`src/rtl/core/svo_pkg.sv`:
```
// Package for the sparse voxel octree core: state codes, command codes, control and status structs, constants.
// No dependencies.
`default_nettype none
package svo_pkg;
    localparam int ADDR_SLOT_BITS = 3;

    typedef enum logic [1:0] {
        CMD_WRITE = 2'd0,
        CMD_CLEAR = 2'd1,
        CMD_READ  = 2'd2,
        CMD_NONE  = 2'd3
    } cmd_t;

    typedef enum logic [16:0] {
        ST_INIT    = 17'b00000000000000001,
        ST_IDLE    = 17'b00000000000000010,
        ST_DRD     = 17'b00000000000000100,
        ST_DWT     = 17'b00000000000001000,
        ST_CNTRD   = 17'b00000000000010000,
        ST_CNTWT   = 17'b00000000000100000,
        ST_TAKERD  = 17'b00000000001000000,
        ST_TAKEWT  = 17'b00000000010000000,
        ST_ZERO    = 17'b00000000100000000,
        ST_LINK    = 17'b00000001000000000,
        ST_LEAFWR  = 17'b00000010000000000,
        ST_CHKRD   = 17'b00000100000000000,
        ST_CHKWT   = 17'b00001000000000000,
        ST_FREE    = 17'b00010000000000000,
        ST_UNLINK  = 17'b00100000000000000,
        ST_RDLEAF  = 17'b01000000000000000,
        ST_DONE    = 17'b10000000000000000
    } state_t;

    typedef struct packed {
        logic init_step;   // write one store entry of the clearing pass
        logic load;        // capture input word
        logic rd_walk;     // read slot(cur, digit(lvl))
        logic step_down;   // cur <= data, record path, lvl--
        logic cnt_start;   // f <= free_head, k <= 0
        logic rd_f;        // read slot(f,0)
        logic cnt_step;    // f <= data, k++
        logic rd_head;     // read slot(free_head,0)
        logic take;        // new <= free_head, free_head <= data, zk <= 0
        logic zero_wr;     // write slot(new, zk) = 0, zk++
        logic link_wr;     // write slot(cur,digit(lvl)) = new, cur<=new, lvl--
        logic leaf_wr;     // write leaf value (val or 0)
        logic chk_start;   // zk <= 0
        logic rd_chk;      // read slot(cur, zk)
        logic chk_step;    // zk++
        logic give_wr;     // slot(cur,0) = free_head, free_head <= cur, lvl++
        logic unlink_wr;   // cur <= path[lvl], write slot(cur,digit(lvl))=0
        logic rd_leaf;     // capture read value
        logic set_full;
    } ctl_t;

    typedef struct packed {
        logic       init_last;
        cmd_t       cmd;
        logic       data_zero;
        logic       lvl_ge1;
        logic       cnt_done;   // k >= lvl
        logic       f_zero;
        logic       zk_last;
        logic       cur_zero;
        logic       lvl_top;    // lvl == DEPTH after increment
    } sts_t;
endpackage
`default_nettype wire

```
`src/rtl/core/svo_ctrl.sv`:
```
// Controller state machine for the octree core.
// Depends on svo_pkg.
`default_nettype none
module svo_ctrl import svo_pkg::*; (
    input  wire logic aclk,
    input  wire logic aresetn,
    input  wire logic s_valid,
    output logic      s_ready,
    output logic      m_valid,
    input  wire logic m_ready,
    input  wire sts_t sts,
    output ctl_t      ctl
);
    state_t state_reg, state_next;

    always_ff @(posedge aclk) begin
        if (!aresetn) begin
            state_reg <= ST_INIT;
        end else begin
            state_reg <= state_next;
        end
    end

    assign s_ready = (state_reg == ST_IDLE);
    assign m_valid = (state_reg == ST_DONE);

    always_comb begin
        state_next = state_reg;
        ctl = '0;
        case (state_reg)
            ST_INIT: begin
                ctl.init_step = 1'b1;
                if (sts.init_last) state_next = ST_IDLE;
            end
            ST_IDLE: begin
                if (s_valid) begin
                    ctl.load = 1'b1;
                    state_next = ST_DRD;
                end
            end
            ST_DRD: begin
                if (sts.cmd == CMD_NONE) begin
                    state_next = ST_DONE;
                end else if (sts.lvl_ge1) begin
                    ctl.rd_walk = 1'b1;
                    state_next = ST_DWT;
                end else if (sts.cmd == CMD_WRITE) begin
                    ctl.cnt_start = 1'b1;
                    state_next = ST_CNTRD;
                end else if (sts.cmd == CMD_CLEAR) begin
                    ctl.leaf_wr = 1'b1;
                    ctl.chk_start = 1'b1;
                    state_next = ST_CHKRD;
                end else begin
                    ctl.rd_walk = 1'b1;
                    state_next = ST_RDLEAF;
                end
            end
            ST_DWT: begin
                if (sts.data_zero) begin
                    if (sts.cmd == CMD_WRITE) begin
                        ctl.cnt_start = 1'b1;
                        state_next = ST_CNTRD;
                    end else begin
                        state_next = ST_DONE;
                    end
                end else begin
                    ctl.step_down = 1'b1;
                    state_next = ST_DRD;
                end
            end
            ST_CNTRD: begin
                if (sts.cnt_done) begin
                    state_next = sts.lvl_ge1 ? ST_TAKERD : ST_LEAFWR;
                end else if (sts.f_zero) begin
                    ctl.set_full = 1'b1;
                    state_next = ST_DONE;
                end else begin
                    ctl.rd_f = 1'b1;
                    state_next = ST_CNTWT;
                end
            end
            ST_CNTWT: begin
                ctl.cnt_step = 1'b1;
                state_next = ST_CNTRD;
            end
            ST_TAKERD: begin
                ctl.rd_head = 1'b1;
                state_next = ST_TAKEWT;
            end
            ST_TAKEWT: begin
                ctl.take = 1'b1;
                state_next = ST_ZERO;
            end
            ST_ZERO: begin
                ctl.zero_wr = 1'b1;
                if (sts.zk_last) state_next = ST_LINK;
            end
            ST_LINK: begin
                ctl.link_wr = 1'b1;
                state_next = ST_CNTRD;
            end
            ST_LEAFWR: begin
                ctl.leaf_wr = 1'b1;
                state_next = ST_DONE;
            end
            ST_CHKRD: begin
                if (sts.cur_zero) begin
                    state_next = ST_DONE;
                end else begin
                    ctl.rd_chk = 1'b1;
                    state_next = ST_CHKWT;
                end
            end
            ST_CHKWT: begin
                ctl.chk_step = 1'b1;
                if (!sts.data_zero) state_next = ST_DONE;
                else if (sts.zk_last) state_next = ST_FREE;
                else state_next = ST_CHKRD;
            end
            ST_FREE: begin
                ctl.give_wr = 1'b1;
                state_next = ST_UNLINK;
            end
            ST_UNLINK: begin
                if (sts.lvl_top) begin
                    state_next = ST_DONE;
                end else begin
                    ctl.unlink_wr = 1'b1;
                    ctl.chk_start = 1'b1;
                    state_next = ST_CHKRD;
                end
            end
            ST_RDLEAF: begin
                ctl.rd_leaf = 1'b1;
                state_next = ST_DONE;
            end
            ST_DONE: begin
                if (m_ready) state_next = ST_IDLE;
            end
            default: state_next = ST_INIT;
        endcase
    end
endmodule
`default_nettype wire

```
`config.mk`:
```
export PLATFORM = sky130hd
export DESIGN_NAME = svo_ctrl
export DESIGN_NICKNAME = d
export VERILOG_FILES = /design/src/rtl/core/svo_pkg.sv /design/src/rtl/core/svo_ctrl.sv
export SDC_FILE = /design/constraint.sdc
export NUM_CORES = 1
export LEC_CHECK = 0
export BUFFER_PORTS_ARGS = -buffer_cell sky130_fd_sc_hd__clkbuf_2
export CAP_MARGIN = 15
export CORE_AREA = 2 2 63 65
export CTS_BUF_LIST = sky130_fd_sc_hd__clkbuf_8
export CTS_CLUSTER_DIAMETER = 80
export DETAILED_ROUTE_END_ITERATION = 7
export DIE_AREA = 0 0 65 67
export PLACE_DENSITY_LB_ADDON = 0.08
export SLEW_MARGIN = 15
export SYNTH_ARGS = -nofsm -noshare
export SYNTH_HDL_FRONTEND = slang
export SYNTH_SLANG_ARGS = --single-unit
```
`constraint.sdc`:
```
create_clock -name aclk -period 2.5 [get_ports aclk]
set_input_delay 0.25 -clock aclk [delete_from_list [all_inputs] [get_ports aclk]]
set_output_delay 0.25 -clock aclk [all_outputs]
set_load 0.05 [all_outputs]
```
## Word level (Yosys, flattened, before mapping)

Index checks and enable logic that the tools add are counted.

- Output and inout bits: 21
- Register bits after elaboration: 17
- Logic and storage cells: 85
- Input bits: 14

- Eq/ne operators: 23
- Reduce and logical (&&, ||, !) cells: 4
- Mux-type cells: 57

Operators with widths:

| operator | count |
|---|---|
| $pmux W17 S15 | 1 |
| $mux W17 | 14 |
| $mux W1 | 32 |
| $eq A17 B1 Y1 const B | 1 |
| $eq A17 B10 Y1 const B | 1 |
| $eq A17 B11 Y1 const B | 1 |
| $eq A17 B12 Y1 const B | 1 |
| $eq A17 B13 Y1 const B | 1 |
| $eq A17 B14 Y1 const B | 1 |
| $eq A17 B15 Y1 const B | 1 |
| $eq A17 B16 Y1 const B | 1 |
| $eq A17 B17 Y1 const B | 1 |
| $eq A17 B2 Y1 const B | 1 |
| $eq A17 B3 Y1 const B | 1 |
| $eq A17 B4 Y1 const B | 1 |
| $eq A17 B5 Y1 const B | 1 |
| $eq A17 B6 Y1 const B | 1 |
| $eq A17 B7 Y1 const B | 1 |
| $eq A17 B8 Y1 const B | 1 |
| $eq A17 B9 Y1 const B | 1 |
| $mux W16 | 1 |
| $mux W14 | 1 |
| $mux W11 | 1 |
| $mux W2 | 4 |
| 8 further kinds | 13 |

## Longest topological paths before layout

Gate-level depths: netlist of the first run.

- Word-level depth: 6
- Gate-level depth with buffers: 6
- Mapped depth without buffers: 5

## Least setup slack after synthesis of the first run

Ideal clock, no wire load.

- Kind: register -> output
- Start point: register state_reg[8]
- End point: output port ctl[17] in the netlist's numbering
- Slack: -0.992 ns
- Required time: 2.250 ns
- Arrival time: 3.242 ns
- Path buffers: 0
- Stages on the path, launching flop included: 5
- Cell sequence: dfxtp_1 -> nor4_2 -> nand4_1 -> nor4_1 -> and2_1

RTL lines:

| what | line | RTL |
|---|---|---|
| from (decl) | svo_ctrl.sv:14 | `state_t state_reg, state_next;` |
| from (signal assigned) | svo_ctrl.sv:20 | `state_reg <= state_next;` |
| to (decl) | svo_ctrl.sv:12 | `output ctl_t ctl` |

==> impl_metrics.py, run 1 <==
metrics = {
    "run_status": {
        "result_of_the_run": "finished, final reports clean",
    },
    "layout": {
        "largest_register_ffs": 17,
        "final_util_pct": 43.7,
        "final_net_count": 205,
        "stdcell_count": 238,
        "count_of_fill_cells_added_during_filler_insertion": 386,
        "post_route_cells_drive_above_1_share_pct": 37.4,
        "antenna_diode_instance_count": 0,
        "area_grow_syn2layout_pct": 39.0,
        "stdcell_area_sq_mm": 0.00157,
    },
    "die": {
        "ios": 35,
        "die-height_um": 67,
        "rows": 22,
        "initial_core_util_pct": 31.4,
        "fp.coreArea_sq_mm": 0.00361,
        "dieArea_sq_mm": 0.00436,
        "die_w_um": 65,
    },
    "worst_setup_path": {
        "cp-end-kind": "output port",
        "startpoint": "state_reg[4]$_SDFFE_PN0P_",
        "critPathRequiredTime_ns": 2.25,
        "cp.arrival_ns": 2.16,
        "reg2reg_setup_slack_ns": 0.39,
        "critPathMaxFanout": 5,
        "r2r-end": "state_reg[0]$_SDFFE_PN1P_",
        "worst-setup-path-type": "reg2out",
        "critical_path.reg2reg.startpoint": "state_reg[4]$_SDFFE_PN0P_",
        "crit_end": "ctl[6]",
        "timing.reg2reg.worst_path_depth": 6,
        "crit_path_start_kind": "flip-flop",
    },
    "yosys": {
        "post_synth_main_area_contributors": "sky130_fd_sc_hd__dfxtp_1 (30%), sky130_fd_sc_hd__nor2_1 (7.3%), sky130_fd_sc_hd__nor4_1 (6.1%), sky130_fd_sc_hd__nor3_1 (4.4%), sky130_fd_sc_hd__nand2b_1 (3.9%)",
        "synthDominantAreaCellType": "sky130_fd_sc_hd__dfxtp_1",
        "synth_fp_nets": 158,
        "synth_seq_cells": 17,
        "synth_top_area_share_pct": 30.1,
        "netlist-cell-type-count": 40,
        "syn-cell-area_sq_mm": 0.00113,
        "synth.yosys.seq_area_share_pct": 30.1,
        "synth_area_per_cell_sq_um": 7.86,
        "synthCells": 144,
        "yosysWarningCount": 0,
    },
    "placed_design": {
        "placement.cell_area_sq_mm": 0.00144,
        "portBuffers": 34,
        "placed_cells": 228,
        "dpl.hpwl_um": 2820,
        "gpl.final_weighted_congestion": 0.847,
    },
    "clocking": {
        "clkLatencyLatePin_ns": 0.26,
        "cts_tree": "done",
        "cts_root_buf": "sky130_fd_sc_hd__clkbuf_8",
        "post_cts_hold_buffer_count": 0,
        "clk_path_buf_depth": 2,
        "clock_sinks": 17,
        "htree_levels": 1,
        "clkTransAtPathRegs_ns": 0.07,
        "cts_buffers": 3,
    },
    "timing": {
        "finalSetupViolCount": 0,
        "measured_slew_at_the_worst_slew_check_pin_ns": 0.485,
        "whs_ns": 0.192,
        "slew_margin_rel_pct": 67.2,
        "timing.final.crit_share_pct": 96.6,
        "timing.final.max_slew_violations": 0,
        "rsz0062_at_grt": "no",
        "report.final.hold_viol_count": 0,
        "peak_freq_mhz": 414,
        "fin_crit_ns": 2.41,
        "timing.clock.skew_ns": 0.00131,
    },
    "power_and_ir_drop": {
        "leakage_nw": 0.652,
        "p_per_cell_area_mw_per_mm2": 390,
        "post-layout-total-power_mw": 0.614,
        "vdd_drop_max_uv": 175,
    },
    "detailed_routing": {
        "number_of_drc_violations_after_detailed_routing_iteration_0": 68,
        "num_vias": 1271,
        "vias_per_inst": 5.34,
        "antenna_violating_nets_post_route": 0,
        "drc": 0,
        "wirelength_um": 3570,
        "dr.pass1.iters": 4,
        "routedWlPerCell_um": 15.0,
    },
    "worst_hold_path": {
        "worst_min_path_class": "in2reg",
    },
    "grt": {
        "vias_in_the_first_global_route": 1163,
        "global_route.overflow_total": 0,
        "antenna_found_initial": 0,
        "grt_start_max_net_pins": 14,
        "grt_pass1_wl_um": 5510,
        "globalRouteTotalUtil_pct": 17.1,
    },
    "job": {
        "maxCapViolCount": 0,
    },
}
==> cell usage after synthesis (all sizes together) <==
library cell	n
nor4	14
buf	2
nand4	6
nand3b	1
o211a	1
or3	3
o21ai	1
a21oi	4
and2	3
inv	8
clkbuf	1
a31oi	2
dfxtp	17
or4	1
o31ai	1
o31a	1
o21a	4
nor3	11
or4b	1
xnor2	2
a2bb2oi	1
nand3	6
and3	1
or2	1
nor3b	4
nand2	9
nor4b	4
and4	1
nor2b	1
nor2	22
a41o	1
nand2b	7
xor2	1
o2bb2ai	1
==> metal layers <==
| layer | vias to the layer above | GRT usage (%) | part of all wire [%] |
|---|---|---|---|
| met3 | 9 | 3.55 | 6.5 |
| met2 | 48 | 26.7 | 45 |
| met5 | - | 0 | 0 |
| li1 | 632 | - | - |
| met4 | 0 | 8.78 | 1.9 |
| met1 | 582 | 22.2 | 47 |
==> report_power, final <==
part	internal, mW	switching, mW	total, mW
combinational	0.0464	0.0740	0.120
clock	0.111	0.103	0.214
sequential	0.274	0.00515	0.279
total	0.432	0.182	0.614
==> worst min-delay path by stage <==
stage | startpoint | to | slack, ns | depth (start not counted)
floorplan | sts[5] | state_reg[10]$_SDFFE_PN0P_ | 0.32 | 1
global placement | sts[3] | state_reg[5]$_SDFFE_PN0P_ | 0.46 | 2
detailed placement | sts[3] | state_reg[5]$_SDFFE_PN0P_ | 0.47 | 2
CTS | sts[3] | state_reg[5]$_SDFFE_PN0P_ | 0.19 | 2
global route | sts[3] | state_reg[5]$_SDFFE_PN0P_ | 0.19 | 2
finish | sts[3] | state_reg[5]$_SDFFE_PN0P_ | 0.19 | 2
==> cell usage in the layout (no fill, tap or decap), drive strengths merged, types with 6 or more instances in the layout <==
| cell | instances |
|---|---|
| clkbuf | 33 |
| nand4 | 6 |
| inv | 8 |
| nand3 | 6 |
| nor4 | 14 |
| nor2 | 22 |
| nand2 | 9 |
| buf | 15 |
| dfxtp | 17 |
| nor3 | 11 |
| nand2b | 7 |
==> cell type report <==
type	instances	area, sq um	area share (%)
multi-input combinational	116	830	52.7
tap	48	60.1	3.82
sequential	17	340	21.6
clock buffer	3	41.3	2.62
clock inverter	1	5.00	0.318
timing repair buffer	45	268	17.0
inverter	8	30.0	1.91
==> timing repair <==
| action | 4_1_cts | 5_1_grt |
|---|---|---|
| pin swaps | 3 | 6 |
| buffers inserted | 0 | 6 |
| gates resized for setup | 2 | 17 |
| gates cloned | 0 | 0 |
| endpoints found under the setup margin | 6 | 10 |
==> worst max-delay path: stages, from the launching register on <==
cell and delay [ns]:
sky130_fd_sc_hd__dfxtp_1 0.37, sky130_fd_sc_hd__nor4_4 0.43, sky130_fd_sc_hd__nand4_2 0.18, sky130_fd_sc_hd__or4b_4 0.56, sky130_fd_sc_hd__o2bb2ai_2 0.15, sky130_fd_sc_hd__buf_4 0.22
==> logic make-up (layout without fill, tap and decap cells) <==
| group | after synthesis | after routing | share of synthesized area, % |
|---|---|---|---|
| AND/OR/NAND/NOR | 96 | 96 | 51.7 |
| buffers and inverters | 11 | 57 | 4.64 |
| flip-flops | 17 | 17 | 30.1 |
| XOR/XNOR | 3 | 3 | 2.32 |
| AO/OA/AOI/OAI | 17 | 17 | 11.3 |
==> through the flow <==
stage               worst slack, ns  TNS (ns)
floorplan                   -0.0207   -0.0301
global placement              0.215         0
detailed placement            0.218         0
CTS                         0.00437         0
global route                0.00625         0
finish                       0.0859         0
Note: power is estimated with default switching activity, not from simulation.
==> inputs of run 2 (changes only) <==
--- a/config.mk
+++ b/config.mk
@@ -7,11 +7,11 @@
 export LEC_CHECK = 0
 export BUFFER_PORTS_ARGS = -buffer_cell sky130_fd_sc_hd__clkbuf_2
 export CAP_MARGIN = 15
-export CORE_AREA = 2 2 63 65
+export CORE_AREA = 2 2 54 56
 export CTS_BUF_LIST = sky130_fd_sc_hd__clkbuf_8
 export CTS_CLUSTER_DIAMETER = 80
 export DETAILED_ROUTE_END_ITERATION = 7
-export DIE_AREA = 0 0 65 67
+export DIE_AREA = 0 0 56 58
 export PLACE_DENSITY_LB_ADDON = 0.08
 export SLEW_MARGIN = 15
 export SYNTH_ARGS = -nofsm -noshare
==> run 2 against run 1 <==
Effect of this change: global-route usage rose by 5.0 points; first-iteration DRC count fell by 60%; largest power group unchanged; die area fell by 25%; maximum frequency barely moved; cell count fell by 8.0%; sequential power barely moved; hold slack got worse by 0.0014 ns; sequential share of layout area rose by 0.53 points; count of clock-buffer cells in the layout did not move; highest routed layer unchanged.
==> impl_metrics.py, run 2 (synthesis results as in run 1) <==
metrics = {
    "run_status": {
        "result_of_the_run": "finished, final reports clean",
    },
    "power_and_ir_drop": {
        "power_switching_share_pct": 29.4,
        "leakage_nw": 0.645,
        "share_comb_of_total_power_pct": 19.2,
        "sequentialPowerShare_pct": 45.8,
        "net_sw_power_mw": 0.179,
        "p_per_cell_area_mw_per_mm2": 397,
        "p_int_mw": 0.431,
        "vdd_drop_max_uv": 316,
        "power.clock.fraction_pct": 34.9,
    },
    "worst_setup_path": {
        "critPathRequiredTime_ns": 2.25,
        "critical_path.reg2reg.startpoint": "state_reg[0]$_SDFFE_PN1P_",
        "critPathMaxFanout": 5,
        "worst-setup-path-type": "reg2out",
        "cp.arrival_ns": 2.16,
        "startpoint": "state_reg[0]$_SDFFE_PN1P_",
        "cp-end-kind": "output port",
        "crit_path_start_kind": "flip-flop",
    },
    "die": {
        "rows": 19,
        "fp.coreArea_sq_mm": 0.00266,
        "die_w_um": 56,
        "ios": 35,
        "initial_core_util_pct": 42.5,
        "dieArea_sq_mm": 0.00325,
        "die-height_um": 58,
    },
    "detailed_routing": {
        "vias_per_inst": 5.74,
        "number_of_drc_violations_after_detailed_routing_iteration_0": 27,
        "dr.pass1.iters": 4,
        "antenna_violating_nets_post_route": 0,
        "num_vias": 1257,
        "drc": 0,
        "wirelength_um": 3370,
        "routedWlPerCell_um": 15.4,
    },
    "layout": {
        "final_cell_mix": "sky130_fd_sc_hd__clkbuf_2 (30), sky130_fd_sc_hd__nor2_1 (22), sky130_fd_sc_hd__dfxtp_1 (17), sky130_fd_sc_hd__nand2_1 (9), sky130_fd_sc_hd__buf_4 (9)",
        "count_of_fill_cells_added_during_filler_insertion": 280,
        "largest_register_ffs": 17,
        "antenna_diode_instance_count": 0,
        "final_common_cell": "sky130_fd_sc_hd__clkbuf_2",
        "area_grow_syn2layout_pct": 35.7,
        "final_util_pct": 57.7,
        "final_net_count": 203,
        "post_route_cells_drive_above_1_share_pct": 37.8,
        "stdcell_count": 219,
    },
    "placed_design": {
        "portBuffers": 34,
        "post-place-ws_ns": 0.234,
        "gpl.final_weighted_congestion": 0.929,
        "dpl.hpwl_um": 2640,
        "placed_cells": 212,
    },
    "clocking": {
        "cts_root_buf": "sky130_fd_sc_hd__clkbuf_8",
        "clock_sinks": 17,
        "htree_levels": 1,
        "clkTransAtPathRegs_ns": 0.07,
        "clk_path_buf_depth": 2,
        "cts_tree": "done",
        "clkLatencyLatePin_ns": 0.26,
        "cts_buffers": 3,
        "post_cts_hold_buffer_count": 0,
    },
    "timing": {
        "measured_slew_at_the_worst_slew_check_pin_ns": 0.496,
        "fin_ws_ns": 0.0858,
        "timing.final.crit_share_pct": 96.6,
        "whs_ns": 0.191,
        "finalSetupViolCount": 0,
        "timing.final.max_slew_violations": 0,
        "report.final.hold_viol_count": 0,
        "finalSetupTns_ns": 0,
        "timing.clock.skew_ns": 0.00484,
        "slew_margin_rel_pct": 66.4,
        "peak_freq_mhz": 414,
        "fin_crit_ns": 2.41,
    },
    "grt": {
        "grt_start_max_net_pins": 14,
        "antenna_found_initial": 0,
        "vias_in_the_first_global_route": 1171,
        "globalRouteTotalUtil_pct": 22.1,
        "global_route.overflow_total": 0,
        "grt_pass1_wl_um": 5570,
    },
    "worst_hold_path": {
        "worst_min_path_class": "in2reg",
        "hold_start": "sts[3]",
    },
    "job": {
        "maxCapViolCount": 0,
    },
}
==> run 2: cell types whose count changed in the layout (fill, tap and decap cells not counted) <==
cell                       before  now
sky130_fd_sc_hd__clkbuf_4       3    1
sky130_fd_sc_hd__nor4_2         3    4
sky130_fd_sc_hd__clkbuf_2      27   30
sky130_fd_sc_hd__nor4_1         7    6
sky130_fd_sc_hd__buf_2          1    3
sky130_fd_sc_hd__nor3_1         7    6
sky130_fd_sc_hd__buf_4         14    9
sky130_fd_sc_hd__nor3_2         3    4
==> run 2: per-layer routing <==
| layer | part of all wire, % | track usage, % | vias up |
|---|---|---|---|
| met3 | 5.1 | 3.35 | 9 |
| met5 | 0 | 0 | - |
| met2 | 46 | 34.1 | 40 |
| met4 | 2.3 | 10.2 | 0 |
| li1 | - | - | 621 |
| met1 | 46 | 30.4 | 587 |
==> run 2: path summary, 6_finish.rpt <==
path,to,slack [ns],cells past startpoint
setup / recovery,ctl[6],0.09,5
hold / removal,state_reg[5]$_SDFFE_PN0P_,0.19,2
hold reg to reg,state_reg[7]$_SDFFE_PN0P_,0.67,2
setup reg to reg,state_reg[0]$_SDFFE_PN1P_,0.45,6
==> run 2: layout make-up <==
class | count | area [sq um] | share of cell area (%)
multi-input combinational | 116 | 841 | 54.7
sequential | 17 | 340 | 22.1
tap | 31 | 38.8 | 2.52
clock buffer | 3 | 41.3 | 2.69
clock inverter | 1 | 5.00 | 0.326
inverter | 8 | 30.0 | 1.95
timing repair buffer | 43 | 240 | 15.6
==> run 2: worst max-delay path, stage by stage, from the launching register on <==
cell,delay [ns]
sky130_fd_sc_hd__dfxtp_1,0.34
sky130_fd_sc_hd__nor4_4,0.42
sky130_fd_sc_hd__nand4_2,0.16
sky130_fd_sc_hd__or4b_4,0.55
sky130_fd_sc_hd__o2bb2ai_2,0.15
sky130_fd_sc_hd__buf_2,0.28
==> run 2: repair_timing <==
action	in CTS	in global routing
buffers inserted	0	3
setup endpoints to repair	5	7
gates resized for setup	4	6
endpoints found under the hold margin	0	0
pin swaps	0	6
gates cloned	0	0
==> run 2: power groups by stage <==
stage          clock (mW)  combinational [mW]  sequential (mW)
6_report            0.213               0.117            0.279
5_1_grt             0.225               0.129            0.280
4_1_cts             0.215               0.112            0.279
3_5_place_dp            0               0.111            0.286
3_3_place_gp            0               0.109            0.285
2_1_floorplan           0              0.0740            0.283
==> run 2: stage by stage <==
stage          cell area [sq um]  total power [mW]
6_report                    1540             0.610
5_1_grt                     1540             0.634
4_1_cts                     1500             0.606
3_5_place_dp                1430             0.396
3_3_place_gp                1430             0.394
2_1_floorplan               1200             0.357
